$ cat src/hdp_pkg.sv
// ----------------------------------------------------------------------------
// hdp_pkg: HTTP date parser shared types
// Item and result layouts, character codes, field defaults, month decode.
// ----------------------------------------------------------------------------
package hdp_pkg;

	localparam logic [7:0] CH_NUL   = 8'h00;
	localparam logic [7:0] CH_SPACE = 8'h20;
	localparam logic [7:0] CH_COMMA = 8'h2C;

	localparam int DAY_DEFAULT    = 32;
	localparam int HOUR_DEFAULT   = 24;
	localparam int MINUTE_DEFAULT = 60;
	localparam int SECOND_DEFAULT = 60;
	localparam int YEAR_DEFAULT   = 1969;

	localparam int YEAR_SHORT_MAX = 100;
	localparam int YEAR_PIVOT     = 70;
	localparam int YEAR_BASE_20   = 2000;
	localparam int YEAR_BASE_19   = 1900;

	typedef struct packed {
		logic [7:0] ch;
		logic       last;
	} in_item_t;

	typedef struct packed {
		logic        ok;
		logic [15:0] year;
		logic [3:0]  month;
		logic [15:0] day;
		logic [15:0] hour;
		logic [15:0] minute;
		logic [15:0] second;
	} out_item_t;

	typedef struct packed {
		logic            failed;
		logic [2:0][7:0] letters;
	} res_flags_t;

	function automatic logic [3:0] decode_month(input logic [2:0][7:0] l);
		logic [3:0] m;
		m = 4'd0;
		unique case (l[0])
			"A": m = (l[1] == "p") ? 4'd4 : 4'd8;
			"D": m = 4'd12;
			"F": m = 4'd2;
			"J": begin
				if (l[1] == "a") m = 4'd1;
				else m = (l[2] == "l") ? 4'd7 : 4'd6;
			end
			"M": m = (l[2] == "r") ? 4'd3 : 4'd5;
			"N": m = 4'd11;
			"O": m = 4'd10;
			"S": m = 4'd9;
			default: m = 4'd0;
		endcase
		return m;
	endfunction

endpackage

$ cat src/hdp_if.sv
// ----------------------------------------------------------------------------
// hdp_if: HTTP date parser channels
// Valid/ready channels for characters in and parsed dates out.
// ----------------------------------------------------------------------------
interface hdp_char_if import hdp_pkg::*; ();
	logic     valid;
	logic     ready;
	in_item_t data;

	modport source (output valid, output data, input ready);
	modport sink (input valid, input data, output ready);
endinterface

interface hdp_date_if import hdp_pkg::*; ();
	logic      valid;
	logic      ready;
	out_item_t data;

	modport source (output valid, output data, input ready);
	modport sink (input valid, input data, output ready);
endinterface

$ cat src/hdp_parse.sv
// ----------------------------------------------------------------------------
// hdp_parse: character phase machine
// Layout detection, month letters, saturating decimal fields; closes the
// pending field at end of string and clears itself after the last character.
// ----------------------------------------------------------------------------
module hdp_parse import hdp_pkg::*; #(
	parameter int NUM_WIDTH = 16,
	localparam int FW = (NUM_WIDTH > 16) ? NUM_WIDTH : 16
) (
	input  logic          clk,
	input  logic          arst_n,
	input  logic          step,
	input  logic [7:0]    ch,
	input  logic          last,
	output res_flags_t    flags,
	output logic [FW-1:0] day,
	output logic [FW-1:0] hour,
	output logic [FW-1:0] minute,
	output logic [FW-1:0] second,
	output logic [FW-1:0] year
);

	typedef enum logic [2:0] {
		PH_START, PH_END, PH_MON, PH_DAY, PH_YEAR, PH_HOUR, PH_MIN, PH_SEC
	} phase_t;

	localparam int SW = NUM_WIDTH + 4;

	phase_t                phase_q, ph;
	logic [NUM_WIDTH-1:0]  acc_q, acc, acc_sat;
	logic [SW-1:0]         acc_sum;
	logic [2:0][7:0]       let_q, let_v;
	logic [1:0]            cnt_q, cnt;
	logic                  skip_q, skip, asc_q, asc, fail_q, fail;
	logic [FW-1:0]         day_q, hour_q, min_q, sec_q, year_q;
	logic [FW-1:0]         dy, hr, mi, se, yr;
	logic                  is_dig, is_let, st1, fin;

	assign is_dig = (ch >= "0") && (ch <= "9");
	assign is_let = ((ch >= "A") && (ch <= "Z")) || ((ch >= "a") && (ch <= "z"));

	// acc * 10 + digit, clamp at all ones
	assign acc_sum = SW'({acc_q, 3'b000}) + SW'({acc_q, 1'b0}) + SW'(ch[3:0]);
	assign acc_sat = (|acc_sum[SW-1:NUM_WIDTH]) ? '1 : acc_sum[NUM_WIDTH-1:0];

	always_comb begin
		ph   = phase_q;
		acc  = acc_q;
		let_v = let_q;
		cnt  = cnt_q;
		skip = skip_q;
		asc  = asc_q;
		fail = fail_q;
		st1  = 1'b0;
		if (!fail_q && phase_q != PH_END) begin
			if (ch == CH_NUL) begin
				st1 = 1'b1;
				ph  = PH_END;
			end else begin
				unique case (phase_q)
					PH_START: begin
						if (ch == CH_SPACE) begin
							ph  = PH_MON;
							asc = 1'b1;
						end else if (ch == CH_COMMA) begin
							ph = PH_DAY;
						end
					end
					PH_MON: begin
						if (is_let) begin
							if (cnt_q != 2'd3) begin
								cnt = cnt_q + 2'd1;
								unique case (cnt_q)
									2'd0: let_v[0] = ch;
									2'd1: let_v[1] = ch;
									2'd2: let_v[2] = ch;
									default: ;
								endcase
							end
						end else if (cnt_q != 2'd3) begin
							fail = 1'b1;
						end else begin
							cnt = 2'd0;
							acc = '0;
							ph  = asc_q ? PH_DAY : PH_YEAR;
						end
					end
					PH_DAY: begin
						if (ch == CH_SPACE && skip_q) begin
						end else if (is_dig) begin
							skip = 1'b0;
							acc  = acc_sat;
						end else begin
							st1 = 1'b1;
							acc = '0;
							ph  = asc_q ? PH_HOUR : PH_MON;
						end
					end
					PH_YEAR: begin
						if (is_dig) acc = acc_sat;
						else begin
							st1 = 1'b1;
							acc = '0;
							ph  = asc_q ? PH_END : PH_HOUR;
						end
					end
					PH_HOUR: begin
						if (is_dig) acc = acc_sat;
						else begin
							st1 = 1'b1;
							acc = '0;
							ph  = PH_MIN;
						end
					end
					PH_MIN: begin
						if (is_dig) acc = acc_sat;
						else begin
							st1 = 1'b1;
							acc = '0;
							ph  = PH_SEC;
						end
					end
					PH_SEC: begin
						if (is_dig) acc = acc_sat;
						else begin
							st1 = 1'b1;
							acc = '0;
							ph  = asc_q ? PH_YEAR : PH_END;
						end
					end
					PH_END: ;
				endcase
			end
		end

		dy = day_q;
		hr = hour_q;
		mi = min_q;
		se = sec_q;
		yr = year_q;
		// close the field left by this character
		if (st1) begin
			unique case (phase_q)
				PH_DAY:  dy = FW'(acc_q);
				PH_YEAR: yr = FW'(acc_q);
				PH_HOUR: hr = FW'(acc_q);
				PH_MIN:  mi = FW'(acc_q);
				PH_SEC:  se = FW'(acc_q);
				default: ;
			endcase
		end
		// store a number still pending at end of string
		fin = last && !fail && ph != PH_END;
		if (fin) begin
			unique case (ph)
				PH_DAY:  dy = FW'(acc);
				PH_YEAR: yr = FW'(acc);
				PH_HOUR: hr = FW'(acc);
				PH_MIN:  mi = FW'(acc);
				PH_SEC:  se = FW'(acc);
				default: ;
			endcase
		end
	end

	assign flags.failed  = fail;
	assign flags.letters = let_v;
	assign day    = dy;
	assign hour   = hr;
	assign minute = mi;
	assign second = se;
	assign year   = yr;

	always_ff @(posedge clk or negedge arst_n) begin
		if (!arst_n) begin
			phase_q <= PH_START;
			acc_q   <= '0;
			let_q   <= '0;
			cnt_q   <= 2'd0;
			skip_q  <= 1'b1;
			asc_q   <= 1'b0;
			fail_q  <= 1'b0;
			day_q   <= FW'(DAY_DEFAULT);
			hour_q  <= FW'(HOUR_DEFAULT);
			min_q   <= FW'(MINUTE_DEFAULT);
			sec_q   <= FW'(SECOND_DEFAULT);
			year_q  <= FW'(YEAR_DEFAULT);
		end else if (step) begin
			if (last) begin
				phase_q <= PH_START;
				acc_q   <= '0;
				let_q   <= '0;
				cnt_q   <= 2'd0;
				skip_q  <= 1'b1;
				asc_q   <= 1'b0;
				fail_q  <= 1'b0;
				day_q   <= FW'(DAY_DEFAULT);
				hour_q  <= FW'(HOUR_DEFAULT);
				min_q   <= FW'(MINUTE_DEFAULT);
				sec_q   <= FW'(SECOND_DEFAULT);
				year_q  <= FW'(YEAR_DEFAULT);
			end else begin
				phase_q <= ph;
				acc_q   <= acc;
				let_q   <= let_v;
				cnt_q   <= cnt;
				skip_q  <= skip;
				asc_q   <= asc;
				fail_q  <= fail;
				day_q   <= dy;
				hour_q  <= hr;
				min_q   <= mi;
				sec_q   <= se;
				year_q  <= yr;
			end
		end
	end

endmodule

$ cat src/hdp_result.sv
// ----------------------------------------------------------------------------
// hdp_result: date result register
// Month decode, widening of years up to 100, ok gating and the output register.
// ----------------------------------------------------------------------------
module hdp_result import hdp_pkg::*; #(
	parameter int NUM_WIDTH = 16,
	localparam int FW = (NUM_WIDTH > 16) ? NUM_WIDTH : 16
) (
	input  logic          clk,
	input  logic          arst_n,
	input  logic          load,
	input  res_flags_t    flags,
	input  logic [FW-1:0] day,
	input  logic [FW-1:0] hour,
	input  logic [FW-1:0] minute,
	input  logic [FW-1:0] second,
	input  logic [FW-1:0] year,
	input  logic          ready,
	output logic          valid,
	output out_item_t     data
);

	logic [3:0]    month;
	logic          ok;
	logic [FW-1:0] year_w;
	out_item_t     res;
	logic          vld_q;
	out_item_t     data_q;

	assign month = decode_month(flags.letters);
	assign ok    = !flags.failed && month != 4'd0;

	always_comb begin
		year_w = year;
		if (year <= FW'(YEAR_SHORT_MAX)) begin
			year_w = year + ((year < FW'(YEAR_PIVOT)) ? FW'(YEAR_BASE_20) : FW'(YEAR_BASE_19));
		end
	end

	always_comb begin
		res = '0;
		if (ok) begin
			res.ok     = 1'b1;
			res.year   = year_w[15:0];
			res.month  = month;
			res.day    = day[15:0];
			res.hour   = hour[15:0];
			res.minute = minute[15:0];
			res.second = second[15:0];
		end
	end

	always_ff @(posedge clk or negedge arst_n) begin
		if (!arst_n) begin
			vld_q <= 1'b0;
		end else if (load) begin
			vld_q <= 1'b1;
		end else if (ready) begin
			vld_q <= 1'b0;
		end
	end

	always_ff @(posedge clk) begin
		if (load) begin
			data_q <= res;
		end
	end

	assign valid = vld_q;
	assign data  = data_q;

endmodule

$ cat src/http_date_parser_top.sv
// ----------------------------------------------------------------------------
// http_date_parser_top: streaming HTTP date parser
// Parses RFC 1123, RFC 850 and asctime date strings into date fields.
// ----------------------------------------------------------------------------
// Usage:
//   chars carries one ASCII character per request, with last set on the
//   final character of a string. dates carries one parsed result per string:
//   ok, year, month, day, hour, minute and second; all zero when ok is low.
//   A character is registered in the input register at acceptance and is then
//   processed by the phase machine; when the last character of a string is
//   processed, the result is loaded into the output register and offered on
//   dates. Throughput is one character per cycle while no last character
//   waits for the output register, with one phase machine update per character.
//   A stalled dates channel holds the result; characters that yield no
//   result keep flowing, and the next last character waits in the input
//   register until the output register is free.
//   Reset clears the valid bits of both channel registers and returns the
//   parser to the start of a string with all fields at their defaults.
// ----------------------------------------------------------------------------
module http_date_parser_top import hdp_pkg::*; #(
	parameter int NUM_WIDTH = 16
) (
	input logic        clk,
	input logic        arst_n,
	hdp_char_if.sink   chars,
	hdp_date_if.source dates
);

	localparam int FW = (NUM_WIDTH > 16) ? NUM_WIDTH : 16;

	logic          vld_s1;
	logic [7:0]    ch_s1;
	logic          last_s1;
	logic          res_free, consume, load;
	res_flags_t    flags;
	logic [FW-1:0] day, hour, minute, second, year;

	assign res_free    = !dates.valid || dates.ready;
	assign consume     = vld_s1 && (!last_s1 || res_free);
	assign load        = consume && last_s1;
	assign chars.ready = !vld_s1 || consume;

	always_ff @(posedge clk or negedge arst_n) begin
		if (!arst_n) begin
			vld_s1 <= 1'b0;
		end else if (chars.ready) begin
			vld_s1 <= chars.valid;
		end
	end

	always_ff @(posedge clk) begin
		if (chars.valid && chars.ready) begin
			ch_s1   <= chars.data.ch;
			last_s1 <= chars.data.last;
		end
	end

	hdp_parse #(.NUM_WIDTH(NUM_WIDTH)) u_parse (
		.clk    (clk),
		.arst_n (arst_n),
		.step   (consume),
		.ch     (ch_s1),
		.last   (last_s1),
		.flags  (flags),
		.day    (day),
		.hour   (hour),
		.minute (minute),
		.second (second),
		.year   (year)
	);

	hdp_result #(.NUM_WIDTH(NUM_WIDTH)) u_result (
		.clk    (clk),
		.arst_n (arst_n),
		.load   (load),
		.flags  (flags),
		.day    (day),
		.hour   (hour),
		.minute (minute),
		.second (second),
		.year   (year),
		.ready  (dates.ready),
		.valid  (dates.valid),
		.data   (dates.data)
	);

`ifndef NO_ASSERTIONS
	a_load_free: assert property (@(posedge clk) disable iff (!arst_n)
		load |-> res_free) else $error("result loaded over a pending result");
	a_last_gives_result: assert property (@(posedge clk) disable iff (!arst_n)
		load |=> dates.valid) else $error("last character gave no result");
	a_fail_zero: assert property (@(posedge clk) disable iff (!arst_n)
		(dates.valid && !dates.data.ok) |->
		(dates.data.year == 16'd0 && dates.data.month == 4'd0 && dates.data.day == 16'd0))
		else $error("failed result carries nonzero fields");
	a_month_range: assert property (@(posedge clk) disable iff (!arst_n)
		(dates.valid && dates.data.ok) |->
		(dates.data.month >= 4'd1 && dates.data.month <= 4'd12))
		else $error("month out of range on valid date");
`endif

endmodule

$ cat src/flat_wrapper.sv
// flat-port wrapper written by rule: the top's interface ports become plain ports
module http_date_parser_top_flat import hdp_pkg::*;
#(
	parameter int NUM_WIDTH = 16
)
  (clk, arst_n, chars_valid, chars_data, chars_ready, dates_valid, dates_data, dates_ready);
  hdp_char_if chars_i ();
  hdp_date_if dates_i ();
  input logic clk;
  input logic arst_n;
  input wire logic [$bits(chars_i.valid)-1:0] chars_valid;
  input wire logic [$bits(chars_i.data)-1:0] chars_data;
  output wire logic [$bits(chars_i.ready)-1:0] chars_ready;
  output wire logic [$bits(dates_i.valid)-1:0] dates_valid;
  output wire logic [$bits(dates_i.data)-1:0] dates_data;
  input wire logic [$bits(dates_i.ready)-1:0] dates_ready;
  assign chars_i.valid = chars_valid;
  assign chars_i.data = chars_data;
  assign chars_ready = chars_i.ready;
  assign dates_valid = dates_i.valid;
  assign dates_data = dates_i.data;
  assign dates_i.ready = dates_ready;
  http_date_parser_top #(.NUM_WIDTH(NUM_WIDTH)) u_core (.clk(clk), .arst_n(arst_n), .chars(chars_i), .dates(dates_i));
endmodule
$ cat config.mk
export PLATFORM = sky130hd
export DESIGN_NAME = http_date_parser_top_flat
export DESIGN_NICKNAME = d
export VERILOG_FILES = /design/src/hdp_pkg.sv /design/src/hdp_if.sv /design/src/hdp_parse.sv /design/src/hdp_result.sv /design/src/http_date_parser_top.sv /design/src/flat_wrapper.sv
export SDC_FILE = /design/constraint.sdc
export NUM_CORES = 1
export LEC_CHECK = 0
export BUFFER_PORTS_ARGS = -buffer_cell sky130_fd_sc_hd__buf_4
export CAP_MARGIN = 30
export CORE_MARGIN = 3
export CORE_UTILIZATION = 35
export DETAILED_ROUTE_END_ITERATION = 7
export GPL_ROUTABILITY_DRIVEN = 1
export PLACE_DENSITY = 0.62
export SLEW_MARGIN = 20
export SYNTH_ARGS = -nofsm -noshare
export SYNTH_HDL_FRONTEND = slang
export SYNTH_SLANG_ARGS = --single-unit
export TNS_END_PERCENT = 10
$ cat constraint.sdc
create_clock -name clk -period 12.2 [get_ports clk]
set_input_delay 0.61 -clock clk [delete_from_list [all_inputs] [get_ports clk]]
set_output_delay 0.61 -clock clk [all_outputs]
set_load 0.02 [all_outputs]
[After elaboration in Yosys (flattened, before gate mapping)]
Cells that the tools add are included.
Storage, ports and cells
  flip-flop bits (word level): 224
  input bits: 13
Cells by class
  add/subtract/negate cells: 4
  order comparisons: 8
  eq/ne operators: 34
  muxes and demuxes: 100
  reduce and logical (&&, ||, !) cells: 36
Operator list (count)
  16-bit two-way mux: 34
  24-bit two-way mux: 6
  8-bit by 7-bit == test with 1-bit output (second input constant): 12
  85-bit two-way mux: 1
  3-bit two-way mux: 19
  16-bit one-hot mux with 3 select lines: 1
  8-bit two-way mux: 4
  4-bit one-hot mux with 8 select lines: 1
  3-bit == test (second input constant): 8
  1-bit two-way mux: 24
  3-bit one-hot mux with 7 select lines: 1
  19-bit by 17-bit adder with 20-bit output: 1
  20-bit by 4-bit adder with 20-bit output: 1
  16-bit by 11-bit adder with 16-bit output: 1
  8-bit by 6-bit == test with 1-bit output (second input constant): 2
  8-bit by 7-bit greater-or-equal comparator with 1-bit output (second input constant): 2
  16-bit by 7-bit <= comparator with 1-bit output (second input constant): 1
  8-bit by 7-bit <= comparator with 1-bit output (second input constant): 2
  16-bit by 7-bit < comparator with 1-bit output (second input constant): 1
  2-bit two-way mux: 7
  2-bit nonzero test: 7
  6-bit AND reduction: 2
  1-bit logical AND: 11
  3-bit by 2-bit == test with 1-bit output (second input constant): 3
  19 further kinds: 30

[Depth between registers and ports, before layout]
  word-level depth: 16
  depth in mapped cells: 23
  depth with buffers taken out: 22

[By module]
A second synthesis with hierarchy kept.
Unflattened totals
  cell total of the unflattened synthesis: 1278
  area total of the unflattened synthesis: 13566.8 µm²
Modules (own cells, without submodules)
  hdp_parse: instances 1, cells an instance 965, area each 9215.1 µm², sequential area each 3226.8 µm²
  hdp_result: instances 1, cells an instance 296, area each 3998.8 µm², sequential area each 2577.5 µm²
  http_date_parser_top: instances 1, cells an instance 17, area each 352.8 µm², sequential area each 295.3 µm²

[Least setup slack after synthesis]
No wires, ideal clock.
  kind: register to register
  start: reg u_core.ch_s1[3]
  end: reg u_core.u_result.data_q (netlist bit u_core.u_result.data[79]), data pin
  arrival: 5194 ps
  data required time: 11929 ps
  slack: 6736 ps
  stages on the path, launching flop included: 21
  buffers on the path: 0
  cells stage by stage: edfxtp_1 fa_1 inv_1 fa_1 nand2b_1 a21o_1 a21oi_1 o221ai_1 a221o_1 or2_4 o41a_1 a211oi_2 o21ai_0 ha_1 a21o_1 a21oi_1 inv_1 a21oi_1 a21boi_1 nor4bb_1 a211oi_1
On the way
  longest elaborated chain between the ends: 15
  elaborated cells between the ends (all ways): 84
Ends and longest elaborated chain
  from (decl): RTL line http_date_parser_top.sv:32  | logic [7:0] ch_s1;
  from (signal assigned): RTL line http_date_parser_top.sv:53  | ch_s1 <= chars.data.ch;
  parallel branches: the longest is 15 deep, another holds 20-bit by 4-bit adder with 20-bit output
  to (signal assigned): RTL line hdp_result.sv:65  | data_q <= res;
  to (decl): RTL line hdp_result.sv:28  | out_item_t data_q;
Several ways; the timed one is not identified.
A chain may end at the register's enable or synchronous reset.

[Worst setup path in the final report]
Ends and elaborated chain as after synthesis.

==> impl_metrics.py <==
metrics = {
    "detailed_routing": {
        "final_antenna_net_count": 0,
        "wl_met2_um": 18000,
        "drt_first_pass_iters": 5,
        "top_layer_used": "met4",
        "via_per_inst": 5.71,
        "drtIter0Drc": 953,
        "vias": 10800,
        "wl_met1_um": 17700,
        "routedWlPerCell_um": 20.8,
        "drc": 0,
        "drt_wl_total_um": 39300,
        "route.met3.wl_um": 2360,
    },
    "setup_path": {
        "endpoint": "u_core.u_result.data[79]",
        "r2r-start": "u_core.ch_s1[3]",
        "path_delay_family": "compound AO/OA/AOI/OAI gates",
        "cpMostUsedCell": "a21oi_1",
        "critical_path.max_stage_delay_ns": 0.63,
        "critPathBufInv": 2,
        "regToRegSetupSlack_ns": 5.66,
        "criticalPathCategory": "flip-flop to flip-flop",
        "critical_path.slowest_cell": "edfxtp_1",
        "end_kind": "flip-flop",
        "cp_max_fo": 15,
        "worst_setup_path_start_kind": "flip-flop",
        "cp.depth": 20,
        "crit_chain": "fa_1, inv_1, fa_1, nand2b_1, a21o_1, a21oi_1, o221ai_1, a221o_1, or2_4, o41a_1, a211oi_2, o21ai_0, ha_1, a21o_1, a21oi_1, inv_1, a21oi_1, a21boi_1, nor4bb_1, a211oi_1",
        "crit_path_start": "u_core.ch_s1[3]",
        "rr_endpoint": "u_core.u_result.data[79]",
        "worstPathArrival_ns": 6.82,
        "rr_worst_depth": 20,
        "cp.required_ns": 12.48,
    },
    "timing": {
        "fin_crit_ns": 6.54,
        "hold_viol_final": 0,
        "rsz0062_at_grt": "false",
        "finalSetupViolations": 0,
        "max_freq_mhz": 153,
        "slew_headroom_pct": 33.7,
        "finClkSkew_ns": 0.0121,
        "finalMaxSlewViolations": 0,
        "setup-tns-final_ns": 0,
        "hold_slack_ns": 0.124,
        "period_share_pct": 53.6,
        "setup_slack_ns": 5.66,
        "tightest_slew_ns": 0.988,
    },
    "clock_tree": {
        "clock_sinks": 224,
        "cts_root_buf": "clkbuf_16",
        "cts_tree": "done",
        "ctsResizeCount": 0,
        "worstSkewPairLatency_ns": 0.55,
        "cts_made_buffers": 26,
        "cts_hold_buf": 0,
        "ctsHtreeMaxLevel": 1,
        "cts_setup_buffers": 0,
        "cts.clk_slew.worst_paths_ns": 0.06,
        "clk_path_buf_depth": 3,
    },
    "yosys": {
        "synth-seq-cells": 224,
        "synth_area_leaders": "edfxtp_1 22%, dfrtp_1 22%, mux2i_1 5.5%",
        "synth_top_area_share_pct": 21.9,
        "synthArstFlopShare_pct": 58.0,
        "synth_cell_types": 78,
        "syn_inst": 1345,
        "synthXorXnorAreaFrac_pct": 1.09,
        "synth_flop_cell": "dfrtp_1",
        "ys_seq_area_share_pct": 47.3,
        "synth_compound_area_share_pct": 19.6,
        "muxShareOfSynthArea_pct": 7.35,
        "synth_top_family_by_area": "compound AO/OA/AOI/OAI gates",
        "postSynthAreaPerCell_sq_um": 9.58,
        "yosysTopAreaCell": "edfxtp_1",
        "synth-edff-count": 94,
        "synth_adder_area_share_pct": 4.35,
        "synth-simple-area-share_pct": 16.6,
        "synth_fp_nets": 1401,
        "ys_warn_count": 0,
        "netlist_area_sq_um": 12900,
    },
    "floorplan": {
        "core_sq_um": 35900,
        "rows": 69,
        "die_w_um": 198,
        "die_area_sq_um": 39100,
        "start_util_pct": 35.9,
        "die_h_um": 198,
        "io_pins": 100,
    },
    "final_layout": {
        "drive_gt1_share_pct": 16.5,
        "fin_nets": 1467,
        "syn2layout_area_growth_pct": 16.6,
        "antennaDiodeCount": 0,
        "nFillCells": 3575,
    },
    "grt": {
        "grt_util_all_layers_pct": 19.8,
        "grt_pass1_vias": 10600,
        "grt_antenna_before_repair": 1,
        "overflow": 0,
        "grt_max_degree": 80,
        "grt_pass1_wl_um": 61400,
    },
    "power_and_ir_drop": {
        "power.leakage_nw": 6.18,
        "ir_worst_vdd_mv": 0.0978,
        "power.density_nw_per_um2": 116,
        "total_power_mw": 1.74,
    },
    "place": {
        "io_buffers": 99,
        "gp_congestion": 0.930,
        "hpwlAfterDp_um": 26500,
        "post-place-ws_ns": 5.69,
    },
    "flow_run": {
        "maxCapViolCount": 0,
    },
    "run_status": {
        "status": "complete, no violations",
    },
    "min_path": {
        "hold_path_class": "primary input to asynchronous set/reset pin",
    },
}
## metal layers
layer | global-route usage [%] | vias up
met5 | 0 | -
met4 | 5.98 | 0
met3 | 2.86 | 79
met2 | 31.4 | 366
met1 | 28.3 | 5319
li1 | - | 5030
## cells in the mapped netlist (4+ instances only)
cell type / count
o22ai_1: 8
nor3_1: 19
a211oi_1: 24
ha_1: 40
a21oi_1: 103
xnor2_1: 9
clkbuf_1: 76
and3_1: 5
nor2_1: 143
nand2_1: 148
edfxtp_1: 94
xor2_1: 7
dfstp_2: 19
inv_1: 32
o31ai_1: 8
a311oi_1: 4
nand3_1: 19
o21a_1: 8
a31oi_1: 7
mux2_2: 21
nand2b_1: 12
mux2i_1: 71
and2_1: 34
dfrtp_1: 111
o21ai_0: 123
a21o_1: 10
o211ai_1: 5
nor4_1: 15
a22o_1: 32
nor2b_1: 16
o22a_1: 20
buf_1: 10
nor3b_1: 10
nand3b_1: 7
nand4_1: 4
or4_1: 6
o21ai_1: 4
## report_power, final
part / switching (mW) / internal, mW
clock network: 0.329 / 0.483
logic: 0.0760 / 0.0362
registers: 0.0144 / 0.807
## cells by family (layout without fill, tap and decap cells)
| group | count (synthesis) | in the layout |
|---|---|---|
| and+or+nand+nor | 455 | 455 |
| AOI/OAI and AO/OA | 393 | 393 |
| DFF | 224 | 224 |
| buffers and inverters | 122 | 208 |
| muxes | 92 | 92 |
| adders and majority gates | 43 | 43 |
| xor gates and xnor gates | 16 | 16 |
## sequential cells by signal, summed over array words and instances (netlist names)
register,flops
u_core.last_s1,1
u_core.vld_s1,1
u_core.u_parse.let_q,24
u_core.u_parse.min_q,16
u_core.u_parse.day_q,16
u_core.u_result.data,85
u_core.u_parse.phase_q,3
u_core.u_result.valid,1
u_core.u_parse.year_q,16
u_core.u_parse.hour_q,16
u_core.u_parse.acc_q,16
u_core.u_parse.fail_q,1
u_core.ch_s1,8
u_core.u_parse.asc_q,1
u_core.u_parse.skip_q,1
u_core.u_parse.cnt_q,2
u_core.u_parse.sec_q,16
## area by class of cell
class	instances	area [sq um]	area share, %
Tap cell	461	577	3.84
Multi-Input combinational cell	999	6340	42.2
Clock buffer	34	722	4.81
Sequential cell	224	6100	40.6
Timing Repair Buffer	128	992	6.60
Clock inverter	14	166	1.11
Inverter	32	121	0.808
## through the flow
| step | area, sq um | util, % | cells |
|---|---|---|---|
| floorplan | 12900 | - | 1345 |
| global placement | 14100 | 39.1 | 1837 |
| detailed placement | 14100 | 39.3 | 1842 |
| CTS | 15000 | 41.7 | 1890 |
| global route | 15000 | 41.8 | 1892 |
| finish | 15000 | 41.8 | 1892 |
## how the worst min path moves through the flow
stage | end | slack [ns] | depth (start not counted)
after floorplan | u_core.u_parse.acc_q[0] | 0.31 | 0
after global placement | u_core.u_parse.sec_q[15] | 0.46 | 2
after detailed placement | u_core.u_parse.let_q[16] | 0.47 | 2
after CTS | u_core.u_parse.hour_q[12] | 0.15 | 1
after global routing | u_core.u_parse.hour_q[9] | 0.17 | 1
final | u_core.u_parse.hour_q[12] | 0.12 | 1
## cells in the final DEF, fill, tap and decap left out, types with 12 or more instances in the layout
master / n
dfrtp_1: 111
mux2i_1: 71
a21oi_1: 103
nand3_1: 19
a22o_1: 32
nor4_1: 13
mux2_2: 21
edfxtp_1: 94
clkbuf_16: 27
dfstp_2: 19
o21ai_0: 121
inv_1: 31
buf_4: 121
nor3_1: 17
ha_1: 40
a211oi_1: 24
nor2_1: 142
nor2b_1: 16
nand2_1: 147
o22a_1: 20
nand2b_1: 12
and2_1: 34
Power figures use the tool's default switching activity.
